$ cat src/rtl/assert_macros.svh
// Assertion macros shared by the RTL of the unsigned integer text parser.
// Depends on nothing; the assertions are left out when SYNTHESIS is defined.
`ifndef ASSERT_MACROS_SVH
`define ASSERT_MACROS_SVH
`ifndef SYNTHESIS
// Same-cycle implication, checked at every rising clock edge outside reset.
`define ASSERT_IMPL(label, clk, rst, ante, cons, msg) \
   label: assert property (@(posedge clk) disable iff (rst) (ante) |-> (cons)) else $error(msg);
// Next-cycle implication, checked at every rising clock edge outside reset.
`define ASSERT_NEXT(label, clk, rst, ante, cons, msg) \
   label: assert property (@(posedge clk) disable iff (rst) (ante) |=> (cons)) else $error(msg);
`else
`define ASSERT_IMPL(label, clk, rst, ante, cons, msg)
`define ASSERT_NEXT(label, clk, rst, ante, cons, msg)
`endif
`endif

$ cat src/rtl/uitp_pkg.sv
// Package of the unsigned integer text parser: widths, character codes,
// base codes, the parse phase type and the step control struct. No dependencies.
package uitp_pkg;

   localparam int CHAR_WIDTH           = 8;
   localparam int VALUE_WIDTH          = 64;
   localparam int BASE_WIDTH           = 6;
   localparam int DIGIT_WIDTH          = 4;
   localparam int OFFSET_OUT_WIDTH     = 16;
   localparam int OFFSET_WIDTH_DEFAULT = 16;

   localparam logic [CHAR_WIDTH-1:0] CHAR_SPACE   = 8'h20;
   localparam logic [CHAR_WIDTH-1:0] CHAR_TAB     = 8'h09;
   localparam logic [CHAR_WIDTH-1:0] CHAR_ZERO    = 8'h30;
   localparam logic [CHAR_WIDTH-1:0] CHAR_NINE    = 8'h39;
   localparam logic [CHAR_WIDTH-1:0] CHAR_LOWER_A = 8'h61;
   localparam logic [CHAR_WIDTH-1:0] CHAR_LOWER_F = 8'h66;
   localparam logic [CHAR_WIDTH-1:0] CHAR_UPPER_A = 8'h41;
   localparam logic [CHAR_WIDTH-1:0] CHAR_UPPER_F = 8'h46;
   localparam logic [CHAR_WIDTH-1:0] CHAR_LOWER_X = 8'h78;
   localparam logic [CHAR_WIDTH-1:0] CHAR_UPPER_X = 8'h58;

   localparam logic [BASE_WIDTH-1:0] RADIX_AUTO = 6'd0;
   localparam logic [BASE_WIDTH-1:0] BASE_OCT   = 6'd8;
   localparam logic [BASE_WIDTH-1:0] BASE_DEC   = 6'd10;
   localparam logic [BASE_WIDTH-1:0] BASE_HEX   = 6'd16;

   typedef enum logic [1:0] {
      PH_DONE   = 2'd0,
      PH_LEAD   = 2'd1,
      PH_ZERO   = 2'd2,
      PH_DIGITS = 2'd3
   } uitp_phase_type;

   typedef struct packed {
      uitp_phase_type phase_next;
      logic           emit;
   } uitp_ctl_type;

endpackage

$ cat src/rtl/uitp_req_if.sv
// Character channel of the unsigned integer text parser: valid, ready and
// one character with its start flag. Depends on uitp_pkg.
interface uitp_req_if;
   import uitp_pkg::*;

   logic                  valid;
   logic                  ready;
   logic [CHAR_WIDTH-1:0] char_in;
   logic                  start_req;

   modport source (output valid, output char_in, output start_req, input ready);
   modport sink (input valid, input char_in, input start_req, output ready);
endinterface

$ cat src/rtl/uitp_rsp_if.sv
// Result channel of the unsigned integer text parser: valid, ready, the
// parsed value, the stop offset and the base used. Depends on uitp_pkg.
interface uitp_rsp_if;
   import uitp_pkg::*;

   logic                        valid;
   logic                        ready;
   logic [VALUE_WIDTH-1:0]      value;
   logic [OFFSET_OUT_WIDTH-1:0] end_offset;
   logic [BASE_WIDTH-1:0]       base_used;

   modport source (output valid, output value, output end_offset, output base_used,
                   input ready);
   modport sink (input valid, input value, input end_offset, input base_used,
                 output ready);
endinterface

$ cat src/rtl/uitp_step.sv
// Combinational parse step: applies one character to the parse state and
// decides whether the parse ends here. Depends on uitp_pkg.
module uitp_step #(
   parameter int OFFSET_WIDTH = uitp_pkg::OFFSET_WIDTH_DEFAULT
) (
   input  logic [uitp_pkg::CHAR_WIDTH-1:0]  char_in,
   input  logic                             start_req,
   input  logic [uitp_pkg::BASE_WIDTH-1:0]  radix,
   input  uitp_pkg::uitp_phase_type         phase,
   input  logic [uitp_pkg::VALUE_WIDTH-1:0] acc,
   input  logic [uitp_pkg::BASE_WIDTH-1:0]  base,
   input  logic [OFFSET_WIDTH-1:0]          pos,
   output uitp_pkg::uitp_ctl_type           ctl,
   output logic [uitp_pkg::VALUE_WIDTH-1:0] acc_next,
   output logic [uitp_pkg::BASE_WIDTH-1:0]  base_next,
   output logic [OFFSET_WIDTH-1:0]          pos_next,
   output logic [uitp_pkg::VALUE_WIDTH-1:0] res_value,
   output logic [OFFSET_WIDTH-1:0]          res_pos,
   output logic [uitp_pkg::BASE_WIDTH-1:0]  res_base
);
   import uitp_pkg::*;

   uitp_phase_type         ph_s;
   logic [VALUE_WIDTH-1:0] acc_s;
   logic [BASE_WIDTH-1:0]  base_s;
   logic [OFFSET_WIDTH-1:0] pos_s;
   logic [OFFSET_WIDTH:0]  sum1;
   logic [OFFSET_WIDTH:0]  sum2;
   logic [OFFSET_WIDTH-1:0] adv1;
   logic [OFFSET_WIDTH-1:0] adv2;
   logic                   is_digit;
   logic [DIGIT_WIDTH-1:0] digit;
   logic                   blank;
   logic                   detect;
   logic [BASE_WIDTH-1:0]  base_t;
   logic [VALUE_WIDTH-1:0] acc_t;
   logic [OFFSET_WIDTH-1:0] pos_t;
   logic [OFFSET_WIDTH-1:0] pos_take;
   logic                   take;
   logic [VALUE_WIDTH-1:0] acc_sum;

   // A start discards whatever parse was in progress.
   always_comb begin
      ph_s   = start_req ? PH_LEAD : phase;
      acc_s  = start_req ? '0 : acc;
      base_s = start_req ? '0 : base;
      pos_s  = start_req ? '0 : pos;
   end

   // Offsets saturate at all ones; the extra sum bit flags the overflow.
   always_comb begin
      sum1 = {1'b0, pos_s} + (OFFSET_WIDTH+1)'(1);
      sum2 = {1'b0, pos_s} + (OFFSET_WIDTH+1)'(2);
      adv1 = sum1[OFFSET_WIDTH] ? '1 : sum1[OFFSET_WIDTH-1:0];
      adv2 = sum2[OFFSET_WIDTH] ? '1 : sum2[OFFSET_WIDTH-1:0];
   end

   always_comb begin
      is_digit = 1'b1;
      digit    = '0;
      if (char_in inside {[CHAR_ZERO:CHAR_NINE]}) begin
         digit = DIGIT_WIDTH'(char_in - CHAR_ZERO);
      end else if (char_in inside {[CHAR_LOWER_A:CHAR_LOWER_F]}) begin
         digit = DIGIT_WIDTH'(char_in - CHAR_LOWER_A + 8'd10);
      end else if (char_in inside {[CHAR_UPPER_A:CHAR_UPPER_F]}) begin
         digit = DIGIT_WIDTH'(char_in - CHAR_UPPER_A + 8'd10);
      end else begin
         is_digit = 1'b0;
      end
   end

   always_comb begin
      blank  = (char_in == CHAR_SPACE) || (char_in == CHAR_TAB);
      detect = (radix == RADIX_AUTO) || (radix == BASE_HEX);
      if (ph_s == PH_LEAD) begin
         base_t = (radix == RADIX_AUTO) ? BASE_DEC : radix;
      end else begin
         base_t = base_s;
      end
      // After a lone leading zero, that zero counts as one digit of value zero.
      acc_t    = (ph_s == PH_ZERO) ? '0 : acc_s;
      pos_t    = (ph_s == PH_ZERO) ? adv1 : pos_s;
      pos_take = (ph_s == PH_ZERO) ? adv2 : adv1;
      take     = is_digit && ({2'b00, digit} < base_t);
      acc_sum  = VALUE_WIDTH'(acc_t * VALUE_WIDTH'(base_t)) + VALUE_WIDTH'(digit);
   end

   always_comb begin
      ctl.phase_next = ph_s;
      ctl.emit       = 1'b0;
      acc_next       = acc_s;
      base_next      = base_s;
      pos_next       = pos_s;
      case (ph_s)
         PH_LEAD: begin
            if (blank) begin
               pos_next = adv1;
            end else if (detect && (char_in == CHAR_ZERO)) begin
               base_next      = (radix == RADIX_AUTO) ? BASE_OCT : BASE_HEX;
               ctl.phase_next = PH_ZERO;
            end else if (take) begin
               base_next      = base_t;
               acc_next       = acc_sum;
               pos_next       = pos_take;
               ctl.phase_next = PH_DIGITS;
            end else begin
               base_next      = base_t;
               ctl.emit       = 1'b1;
               ctl.phase_next = PH_DONE;
            end
         end
         PH_ZERO: begin
            if ((char_in == CHAR_LOWER_X) || (char_in == CHAR_UPPER_X)) begin
               base_next      = BASE_HEX;
               pos_next       = adv2;
               ctl.phase_next = PH_DIGITS;
            end else if (take) begin
               acc_next       = acc_sum;
               pos_next       = pos_take;
               ctl.phase_next = PH_DIGITS;
            end else begin
               ctl.emit       = 1'b1;
               ctl.phase_next = PH_DONE;
            end
         end
         PH_DIGITS: begin
            if (take) begin
               acc_next = acc_sum;
               pos_next = pos_take;
            end else begin
               ctl.emit       = 1'b1;
               ctl.phase_next = PH_DONE;
            end
         end
         default: begin
            ctl.phase_next = PH_DONE;
         end
      endcase
   end

   assign res_value = acc_t;
   assign res_pos   = pos_t;
   assign res_base  = base_t;

endmodule

$ cat src/rtl/unsigned_integer_text_parser.sv
// Unsigned integer text parser, strtoull style with 64-bit wraparound.
// Characters arrive on req_chan, one per transfer; start_req marks the first
// character of a string. Leading blanks are skipped, a 0x/0X prefix or a
// leading zero picks the base when csr radix allows it, and digits are
// accumulated until a NUL, a non-digit or a digit too large for the base.
// That stopping character yields one transfer on rsp_chan with the value,
// its offset (saturating) and the base used; other characters yield none.
// A character is taken into an input register, then applied to the parse
// state by one multiply-add step that loads the result register, from which
// the result can transfer. The character waits in the input register while
// the result register is busy. The block takes one character per cycle while
// rsp_chan is not stalled.
// While a result waits for rsp_chan.ready, the character in the input
// register is held and req_chan.ready drops once that register is full.
// csr_we writes the radix; it is sampled at the first non-blank character.
// Reset clears the radix to 0 (auto-detect), empties both registers and
// leaves the parser waiting for a start.
module unsigned_integer_text_parser #(
   parameter int OFFSET_WIDTH = uitp_pkg::OFFSET_WIDTH_DEFAULT
) (
   input  logic                            clock,
   input  logic                            reset,
   uitp_req_if.sink                        req_chan,
   uitp_rsp_if.source                      rsp_chan,
   input  logic                            csr_we,
   input  logic [uitp_pkg::BASE_WIDTH-1:0] csr_wdata
);
   import uitp_pkg::*;

   logic                    in_valid_ff, in_valid_in;
   logic [CHAR_WIDTH-1:0]   in_char_ff, in_char_in;
   logic                    in_start_ff, in_start_in;
   logic [BASE_WIDTH-1:0]   radix_ff, radix_in;
   uitp_phase_type          phase_ff, phase_in;
   logic [VALUE_WIDTH-1:0]  acc_ff, acc_in;
   logic [BASE_WIDTH-1:0]   base_ff, base_in;
   logic [OFFSET_WIDTH-1:0] pos_ff, pos_in;
   logic                    rsp_valid_ff, rsp_valid_in;
   logic [VALUE_WIDTH-1:0]  rsp_value_ff, rsp_value_in;
   logic [OFFSET_OUT_WIDTH-1:0] rsp_off_ff, rsp_off_in;
   logic [BASE_WIDTH-1:0]   rsp_base_ff, rsp_base_in;

   uitp_ctl_type            step_ctl;
   logic [VALUE_WIDTH-1:0]  step_acc;
   logic [BASE_WIDTH-1:0]   step_base;
   logic [OFFSET_WIDTH-1:0] step_pos;
   logic [VALUE_WIDTH-1:0]  res_value;
   logic [OFFSET_WIDTH-1:0] res_pos;
   logic [BASE_WIDTH-1:0]   res_base;
   logic [OFFSET_WIDTH+OFFSET_OUT_WIDTH-1:0] res_pos_ext;
   logic                    advance;

   uitp_step #(
      .OFFSET_WIDTH (OFFSET_WIDTH)
   ) u_step (
      .char_in   (in_char_ff),
      .start_req (in_start_ff),
      .radix     (radix_ff),
      .phase     (phase_ff),
      .acc       (acc_ff),
      .base      (base_ff),
      .pos       (pos_ff),
      .ctl       (step_ctl),
      .acc_next  (step_acc),
      .base_next (step_base),
      .pos_next  (step_pos),
      .res_value (res_value),
      .res_pos   (res_pos),
      .res_base  (res_base)
   );

   // The held character is applied once the result register can take a result.
   assign advance        = in_valid_ff && (!rsp_valid_ff || rsp_chan.ready);
   assign req_chan.ready = !in_valid_ff || advance;
   assign res_pos_ext    = {{OFFSET_OUT_WIDTH{1'b0}}, res_pos};

   always_comb begin
      in_valid_in = in_valid_ff;
      in_char_in  = in_char_ff;
      in_start_in = in_start_ff;
      if (req_chan.valid && req_chan.ready) begin
         in_valid_in = 1'b1;
         in_char_in  = req_chan.char_in;
         in_start_in = req_chan.start_req;
      end else if (advance) begin
         in_valid_in = 1'b0;
      end

      radix_in = csr_we ? csr_wdata : radix_ff;

      phase_in = phase_ff;
      acc_in   = acc_ff;
      base_in  = base_ff;
      pos_in   = pos_ff;
      if (advance) begin
         phase_in = step_ctl.phase_next;
         acc_in   = step_acc;
         base_in  = step_base;
         pos_in   = step_pos;
      end

      rsp_valid_in = rsp_valid_ff && !rsp_chan.ready;
      rsp_value_in = rsp_value_ff;
      rsp_off_in   = rsp_off_ff;
      rsp_base_in  = rsp_base_ff;
      if (advance && step_ctl.emit) begin
         rsp_valid_in = 1'b1;
         rsp_value_in = res_value;
         rsp_off_in   = res_pos_ext[OFFSET_OUT_WIDTH-1:0];
         rsp_base_in  = res_base;
      end
   end

   always_ff @(posedge clock) begin
      if (reset) begin
         in_valid_ff  <= 1'b0;
         radix_ff     <= RADIX_AUTO;
         phase_ff     <= PH_DONE;
         acc_ff       <= '0;
         base_ff      <= '0;
         pos_ff       <= '0;
         rsp_valid_ff <= 1'b0;
      end else begin
         in_valid_ff  <= in_valid_in;
         radix_ff     <= radix_in;
         phase_ff     <= phase_in;
         acc_ff       <= acc_in;
         base_ff      <= base_in;
         pos_ff       <= pos_in;
         rsp_valid_ff <= rsp_valid_in;
      end
   end

   always_ff @(posedge clock) begin
      in_char_ff   <= in_char_in;
      in_start_ff  <= in_start_in;
      rsp_value_ff <= rsp_value_in;
      rsp_off_ff   <= rsp_off_in;
      rsp_base_ff  <= rsp_base_in;
   end

   assign rsp_chan.valid      = rsp_valid_ff;
   assign rsp_chan.value      = rsp_value_ff;
   assign rsp_chan.end_offset = rsp_off_ff;
   assign rsp_chan.base_used  = rsp_base_ff;

`include "assert_macros.svh"

   `ASSERT_NEXT(a_emit_loads_rsp, clock, reset, advance && step_ctl.emit, rsp_valid_ff, "result was not registered")
   `ASSERT_NEXT(a_emit_ends_parse, clock, reset, advance && step_ctl.emit, phase_ff == PH_DONE, "parse did not end after its result")
   `ASSERT_NEXT(a_held_char_stays, clock, reset, in_valid_ff && !advance, in_valid_ff && $stable(in_char_ff) && $stable(in_start_ff), "stalled character was lost")
   `ASSERT_IMPL(a_done_is_silent, clock, reset, advance && !in_start_ff && (phase_ff == PH_DONE), !step_ctl.emit, "result without a parse")

endmodule
$ cat src/flat_wrapper.sv
// flat-port wrapper written by rule: the top's interface ports become plain ports
module unsigned_integer_text_parser_flat import uitp_pkg::*;
#(
   parameter int OFFSET_WIDTH = uitp_pkg::OFFSET_WIDTH_DEFAULT
)
  (clock, reset, csr_we, csr_wdata, req_chan_valid, req_chan_char_in, req_chan_start_req, req_chan_ready, rsp_chan_valid, rsp_chan_value, rsp_chan_end_offset, rsp_chan_base_used, rsp_chan_ready);
  uitp_req_if req_chan_i ();
  uitp_rsp_if rsp_chan_i ();
  input  logic clock;
  input  logic reset;
  input  logic csr_we;
  input  logic [uitp_pkg::BASE_WIDTH-1:0] csr_wdata;
  input wire logic [$bits(req_chan_i.valid)-1:0] req_chan_valid;
  input wire logic [$bits(req_chan_i.char_in)-1:0] req_chan_char_in;
  input wire logic [$bits(req_chan_i.start_req)-1:0] req_chan_start_req;
  output wire logic [$bits(req_chan_i.ready)-1:0] req_chan_ready;
  output wire logic [$bits(rsp_chan_i.valid)-1:0] rsp_chan_valid;
  output wire logic [$bits(rsp_chan_i.value)-1:0] rsp_chan_value;
  output wire logic [$bits(rsp_chan_i.end_offset)-1:0] rsp_chan_end_offset;
  output wire logic [$bits(rsp_chan_i.base_used)-1:0] rsp_chan_base_used;
  input wire logic [$bits(rsp_chan_i.ready)-1:0] rsp_chan_ready;
  assign req_chan_i.valid = req_chan_valid;
  assign req_chan_i.char_in = req_chan_char_in;
  assign req_chan_i.start_req = req_chan_start_req;
  assign req_chan_ready = req_chan_i.ready;
  assign rsp_chan_valid = rsp_chan_i.valid;
  assign rsp_chan_value = rsp_chan_i.value;
  assign rsp_chan_end_offset = rsp_chan_i.end_offset;
  assign rsp_chan_base_used = rsp_chan_i.base_used;
  assign rsp_chan_i.ready = rsp_chan_ready;
  unsigned_integer_text_parser #(.OFFSET_WIDTH(OFFSET_WIDTH)) u_core (.clock(clock), .reset(reset), .req_chan(req_chan_i), .rsp_chan(rsp_chan_i), .csr_we(csr_we), .csr_wdata(csr_wdata));
endmodule
$ cat config.mk
export PLATFORM = sky130hd
export DESIGN_NAME = unsigned_integer_text_parser_flat
export DESIGN_NICKNAME = d
export VERILOG_FILES = /design/src/rtl/uitp_pkg.sv /design/src/rtl/uitp_req_if.sv /design/src/rtl/uitp_rsp_if.sv /design/src/rtl/uitp_step.sv /design/src/rtl/unsigned_integer_text_parser.sv /design/src/flat_wrapper.sv
export VERILOG_INCLUDE_DIRS = /design/src /design/src/rtl
export SDC_FILE = /design/constraint.sdc
export NUM_CORES = 2
export LEC_CHECK = 0
export ABC_CLOCK_PERIOD_IN_PS = 6800
export BUFFER_PORTS_ARGS = -buffer_cell sky130_fd_sc_hd__buf_4
export CAP_MARGIN = 15
export CORE_MARGIN = 2
export CORE_UTILIZATION = 58
export CTS_CLUSTER_SIZE = 8
export DETAILED_ROUTE_END_ITERATION = 6
export GPL_TIMING_DRIVEN = 1
export HOLD_SLACK_MARGIN = 0.03
export PLACE_DENSITY = 0.81
export SYNTH_ARGS = -nofsm -noshare
export SYNTH_HDL_FRONTEND = slang
export SYNTH_SLANG_ARGS = --single-unit
export TNS_END_PERCENT = 100
$ cat constraint.sdc
create_clock -name clock -period 6.8 [get_ports clock]
set_clock_uncertainty 0.1 [all_clocks]
set_input_delay 1.02 -clock clock [delete_from_list [all_inputs] [get_ports clock]]
set_output_delay 1.02 -clock clock [all_outputs]
set_load 0.02 [all_outputs]
Word-level counts from Yosys, hierarchy flattened
Cells that the tools add are included.
{"block": "totals", "ff_bits": 191, "out_inout_bits": 88, "input_bits": 20}
{"block": "classes", "n_addsub": 8, "n_eq_ne": 9, "n_lt_le_gt_ge": 7, "n_reduce_logical": 19, "muxes": 45, "multipliers": 1}
{"cell": "$mux 64", "count": 6}
{"cell": "$pmux 64 s3", "count": 1}
{"cell": "$mux 16", "count": 9}
{"cell": "$add 64x4->64", "count": 1}
{"cell": "$mul 64x6->64", "count": 1}
{"cell": "$pmux 16 s3", "count": 1}
{"cell": "$mux 6", "count": 6}
{"cell": "$add 16x1->17 const B", "count": 1}
{"cell": "$add 16x2->17 const B", "count": 1}
{"cell": "$eq 8x6->1 const B", "count": 2}
{"cell": "$eq 8x7->1 const B", "count": 2}
{"cell": "$ge 8x7->1 const B", "count": 2}
{"cell": "$le 8x7->1 const B", "count": 2}
{"cell": "$mux 4", "count": 3}
{"cell": "$pmux 6 s2", "count": 1}
{"cell": "$sub 4x1->4 const B", "count": 3}
{"cell": "$logic_and 1x1->1", "count": 9}
{"cell": "$mux 1", "count": 9}
{"cell": "$add 4x4->4 const B", "count": 2}
{"cell": "$eq 8x4->1 const B", "count": 1}
{"cell": "$ge 8x6->1 const B", "count": 1}
{"cell": "$le 8x6->1 const B", "count": 1}
{"cell": "$mux 2", "count": 4}
{"cell": "$eq 6x5->1 const B", "count": 1}
{"cell": "11 further kinds", "count": 19}

Depth between registers and ports, before layout
{"block": "depth", "ltp_word": 13, "mapped_depth": 34, "ltp_nobuf": 26}

Modules after synthesis
Synthesis repeated with hierarchy kept, for this count alone.
{"block": "unflattened", "hier_cells": 2649, "hier_area_um2": 22531.6}
{"module": "uitp_step", "seq_area_each_um2": 0.0, "instances": 1, "area_per_inst_um2": 15459.8, "cells_per_inst": 2141}
{"module": "unsigned_integer_text_parser", "seq_area_each_um2": 4774.6, "instances": 1, "area_per_inst_um2": 7071.8, "cells_per_inst": 508}

Worst setup path before layout
OpenSTA, ideal clock, no wires.
{"block": "synth_timing", "path_type": "register to register", "from": "register u_core.in_start_ff", "to": "register u_core.acc_ff[63]", "n_path_buf": 8, "t_arrival_ns": 7.213, "stages_incl_launch_ff": 31, "setup_ns": 0.120, "path_slack_ns": -0.632, "path_cell_list": "edfxtp_1 buf_2 buf_4 buf_2 clkbuf_1 clkbuf_1 nor2_1 inv_1 ha_1 buf_2 or3b_1 o21ai_2 clkbuf_1 buf_1 nor2_1 fa_1 fa_1 fa_1 ha_1 ha_1 a21o_1 a211oi_1 a21o_1 a41oi_2 a211oi_2 o31ai_2 a21o_1 a31oi_1 mux2i_1 nand4bb_1 o31a_1"}
{"block": "synth_between", "elab_chain_cells": 9}
{"element": "start: declaration", "line_no": "unsigned_integer_text_parser.sv:32", "source": "logic in_start_ff, in_start_in;"}
{"element": "start signal: assignment", "line_no": "unsigned_integer_text_parser.sv:136", "source": "in_start_ff <= in_start_in;"}
{"element": "$mux 2", "line_no": "uitp_step.sv:44", "source": "ph_s = start_req ? PH_LEAD : phase;"}
{"element": "$eq 2x2->1 or $eq 2x1->1 (tied branches)", "line_no": "uitp_step.sv:81, uitp_step.sv:94, uitp_step.sv:75"}
{"element": "$mux 64 or $mux 6 (tied branches)", "line_no": "uitp_step.sv:81, uitp_step.sv:75"}
{"element": "$mul 64x6->64 or $lt 4x6->1 (tied branches)", "line_no": "uitp_step.sv:85, uitp_step.sv:84"}
{"element": "$add 64x4->64 or $logic_and 1x1->1 (tied branches)", "line_no": "uitp_step.sv:85, uitp_step.sv:84"}
{"element": "$mux 64", "line_no": "uitp_step.sv:101, uitp_step.sv:117, uitp_step.sv:127"}
{"element": "$mux 64", "line_no": "uitp_step.sv:98", "source": "end else if (detect && (char_in == CHAR_ZERO)) begin"}
{"element": "$mux 64", "line_no": "uitp_step.sv:96", "source": "if (blank) begin"}
{"element": "$pmux 64 s3 *", "line_no": "uitp_step.sv:94", "source": "case (ph_s)"}
{"element": "end signal: assignment", "line_no": "unsigned_integer_text_parser.sv:127", "source": "acc_ff <= acc_in;"}
{"element": "end: declaration", "line_no": "unsigned_integer_text_parser.sv:35", "source": "logic [VALUE_WIDTH-1:0] acc_ff, acc_in;"}
Mark *: on every way between the ends. The rest lies on a longest branch, timed or not.
A chain may end at the register's enable or synchronous reset.

Worst setup path in the final report
{"block": "layout_timing", "from": "register u_core.radix_ff[0]", "to": "register u_core.acc_ff[63]"}
{"block": "layout_between", "elab_chain_cells": 9}
{"element": "start: declaration", "line_no": "unsigned_integer_text_parser.sv:33", "source": "logic [BASE_WIDTH-1:0] radix_ff, radix_in;"}
{"element": "start signal: assignment", "line_no": "unsigned_integer_text_parser.sv:125", "source": "radix_ff <= radix_in;"}
{"element": "$logic_not 6->1", "line_no": "uitp_step.sv:74, uitp_step.sv:76"}
{"element": "$mux 6", "line_no": "uitp_step.sv:76", "source": "base_t = (radix == RADIX_AUTO) ? BASE_DEC : radix;"}
{"element": "$mux 6", "line_no": "uitp_step.sv:75", "source": "if (ph_s == PH_LEAD) begin"}
{"element": "$mul 64x6->64 or $lt 4x6->1 (tied branches)", "line_no": "uitp_step.sv:85, uitp_step.sv:84"}
{"element": "$add 64x4->64 or $logic_and 1x1->1 (tied branches)", "line_no": "uitp_step.sv:85, uitp_step.sv:84"}
{"element": "$mux 64", "line_no": "uitp_step.sv:101, uitp_step.sv:117, uitp_step.sv:127"}
{"element": "$mux 64", "line_no": "uitp_step.sv:98"}
{"element": "$mux 64", "line_no": "uitp_step.sv:96"}
{"element": "$pmux 64 s3 *", "line_no": "uitp_step.sv:94"}
Marked as above.

==> impl_results.md <==
- Status: finished, final reports clean
- Ant diodes: 0
- Global-route wire length before repair: 97800 um
- Synthesis-to-layout area growth: 10.27%
- Initial antenna violation count: 0
- Worst-margin pin slew: 1.213 ns
- Drt pass-1 iters: 6
- Hold buffers post-CTS: 0
- RR Endpoint: u_core.acc_ff[63]$_SDFFE_PP0P_
- Total GRT Usage: 34.09%
- Detail Route Antenna Nets: 0
- Final Net Count: 2782
- Cts bufs inserted: 17
- Num ports: 108
- CP Capture Point: u_core.acc_ff[63]$_SDFFE_PP0P_
- Setup CP Type: flip-flop to flip-flop
- Final setup fails: 0
- Die area: 36960 um^2
- Multi-input logic area: 14870 um^2
- YS warnings: 0
- Final WL: 61870 um
- Clock transition at path regs: 0.08 ns
- # rows: 68
- Die H: 192.2 um
- Initial DRC count: 1905
- EDFF count, synth: 95
- R2r setup slk: 0.16 ns
- Kind of start point of the critical path: flip-flop
- Static Leak: 10.81 nW
- Reg-to-reg startpoint: u_core.radix_ff[0]$_SDFFE_PP0P_
- Synth cell types: 92
- DRC viols: 0
- Via count: 18190
- Post-Syn Area: 20550 um^2
- Synth async-reset ratio: 0%
- CTS tree: built
- RSZ-0062 raised after global routing: yes
- H-Tree Depth: 4
- Core area: 34710 um^2
- IO buf count: 107
- Fillers: 2792
- Number of global-route vias before repair: 18280
- Clk Latency, worst-skew pair: 0.48 ns
- Synth Net Count: 2737
- Final instance area: 22660 um^2
- Worst vdd ir: 188.0 uV
- Global route total overflow: 0
- Register area: 4775 um^2
- Critical path fanouts, max: 13
- Clk Tree Root Cell: clkbuf_16
- Mean post-synth cell area: 8.798 um^2
- CTS Buffer Depth: 2
- Worst relative slew slack: 18.25%
- Placed instance area: 21850 um^2
- CTS sink cnt: 191
- Vias per inst: 6.383
- Pwr Density: 112.2 nW/um^2
- Power, Total: 0.002544 W
- Hold path depth: 2
- R2r worst-path depth: 22
- DP HPWL: 44970 um
- Primary FF master, synth: dfxtp_1
- Fin. max-slew vios: 0
- Arrival @ worst endpoint: 6.91 ns
- Share of layout cells above drive strength 1: 10.99%
- Clock period minus worst slack: 6.644 ns
- Max-cap viol count: 0
- Sequential element share of the synthesized area: 23.23%
- CP Launch Point: u_core.radix_ff[0]$_SDFFE_PP0P_
- Worst path required time: 7.07 ns
- Initial Utilization: 59.21%
- GPL Wtd Cong: 0.9974
- Final Hold Viols: 0
- CP Capture Type: flip-flop
- Worst Hold Class: flip-flop to flip-flop
- Mapped Cells: 2336
- Crit share post-route: 97.71%
- Avg WL per Cell: 21.72 um
- Seq cells post-synth: 191
- Max Freq: 150.5 MHz
- Largest net degree at the start of global routing: 76
- Die width: 192.2 um
power by group:
group          switching (W)  internal, W  total, W
Sequential         0.0000149      0.00122   0.00123
Clock               0.000530     0.000518   0.00105
Combinational       0.000183    0.0000820  0.000265
area by class of cell:
class,instances,area share [%]
timing repair buffer,166,6.007
tap,455,2.512
inverter,135,2.241
clock buffer,17,1.877
sequential,191,21.07
multi-input combinational,1870,65.63
clock inverter,15,0.6625
what timing repair did:
action / 4_1_cts / 5_1_grt
endpoints found under the setup margin: 4 / 26
cloned: 0 / 1
setup buffers: 0 / 10
resized for setup: 1 / 27
pin swaps: 1 / 5
layer usage:
layer  vias up  global-route usage [%]  routed length, um
met2       975                   54.94              29160
met3       217                   6.614               5157
met4         0                   16.71               2942
met5         -                       0                  0
met1      8942                   44.11              24610
li1       8052                       -                  -
Yosys cell counts (all sizes together), types with 7 or more instances:
cell type    n  area [um^2]
a21o        38        285.3
nor2b       15        103.9
nand3       29        145.1
fa         238         4765
or3         10        62.56
xnor2       49        429.2
a31oi       19        125.1
o22ai       12        75.07
o21ai       92        479.2
dfxtp       96         1922
ha         143         1789
nand4       25        156.4
clkbuf      92        345.3
a211oi      14        115.1
and3        12        75.07
edfxtp      95         2853
o21bai      23        183.9
nand2b      26        172.7
xor2        30        262.8
a22oi       44        330.3
o211ai      16        120.1
inv        135        506.7
a21oi      152        772.0
o21a        14        105.1
a22o        20        175.2
nor3        29        166.4
nor2       473         1780
nand2      216        813.3
and4         7        61.31
a221oi       9        91.34
buf         48        254.0
mux2i       13        130.1
and2        24        150.1
metrics by stage:
stage	hold WS [ns]	TNS [ns]	util [%]	setup WS [ns]	instances
after detailed placement	0.3529	-0.03203	62.94	-0.03203	2806
after global routing	0.3831	-0.2080	65.29	-0.04740	2849
after CTS	0.3633	0	64.61	0.004265	2838
final	0.3625	0	65.29	0.1560	2849
after global placement	0.3412	0	62.94	0.08714	2806
after floorplan	0.3285	-0.01424	-	-0.01424	2336
cell families (layout without fill, tap and decap cells):
group	after synthesis	after routing	synth area share, %
simple gates	890	890	19.08
compound gates	505	505	16.31
fa+ha+maj	381	381	31.89
buf+inv	275	333	5.382
flops	191	191	23.23
xor+xnor	79	79	3.367
mux	15	15	0.7427
flip-flops by register name (all words and copies together), names as in the netlist, 2 cells and up:
| name | cells |
|---|---|
| u_core.pos_ff | 16 |
| u_core.base_ff | 6 |
| u_core.rsp_chan.end_offset | 16 |
| u_core.acc_ff | 64 |
| u_core.in_char_ff | 8 |
| u_core.phase_ff | 2 |
| u_core.rsp_chan.base_used | 6 |
| u_core.rsp_chan.value | 64 |
| u_core.radix_ff | 6 |
layout by cell type (no fill, tap or decap), types with 18 or more instances in the layout:
master and count:
nor2_1 469, fa_1 238, nand2_1 214, buf_4 153, a21oi_1 145, ha_1 140
inv_1 131, dfxtp_1 96, edfxtp_1 95, o21ai_0 79, xnor2_1 49, a22oi_1 44
a21o_1 37, xor2_1 30, nand3_1 29, nand4_1 25, nor3_1 25, nand2b_1 24
and2_1 22, o21bai_1 22, a22o_1 20, clkbuf_16 18
worst max-delay path: stages (launching register included):
cell and delay [ns]:
dfxtp_1 0.33, or4_4 0.58, nor3_4 0.34, or3b_1 0.23, o21ai_4 0.17, buf_12 0.21, nor2_1 0.16, fa_1 0.48
fa_1 0.57, fa_1 0.44, ha_1 0.31, ha_1 0.32, a21o_1 0.22, a21oi_1 0.24, nor2_1 0.07, o31a_1 0.32
a211oi_2 0.33, o31ai_2 0.13, a21o_1 0.26, a31oi_4 0.25, mux2i_1 0.24, nand4bb_1 0.12, o31a_1 0.11
worst min path at each step:
stage,from,slack (ns),end
after floorplan,u_core.acc_ff[62]$_SDFFE_PP0P_,0.33,u_core.acc_ff[62]$_SDFFE_PP0P_
after global placement,u_core.acc_ff[31]$_SDFFE_PP0P_,0.34,u_core.acc_ff[31]$_SDFFE_PP0P_
after detailed placement,u_core.acc_ff[31]$_SDFFE_PP0P_,0.35,u_core.acc_ff[31]$_SDFFE_PP0P_
after CTS,u_core.acc_ff[31]$_SDFFE_PP0P_,0.36,u_core.acc_ff[31]$_SDFFE_PP0P_
after global routing,u_core.acc_ff[31]$_SDFFE_PP0P_,0.38,u_core.acc_ff[31]$_SDFFE_PP0P_
final,u_core.acc_ff[31]$_SDFFE_PP0P_,0.36,u_core.acc_ff[31]$_SDFFE_PP0P_
Power figures use the tool's default switching activity.
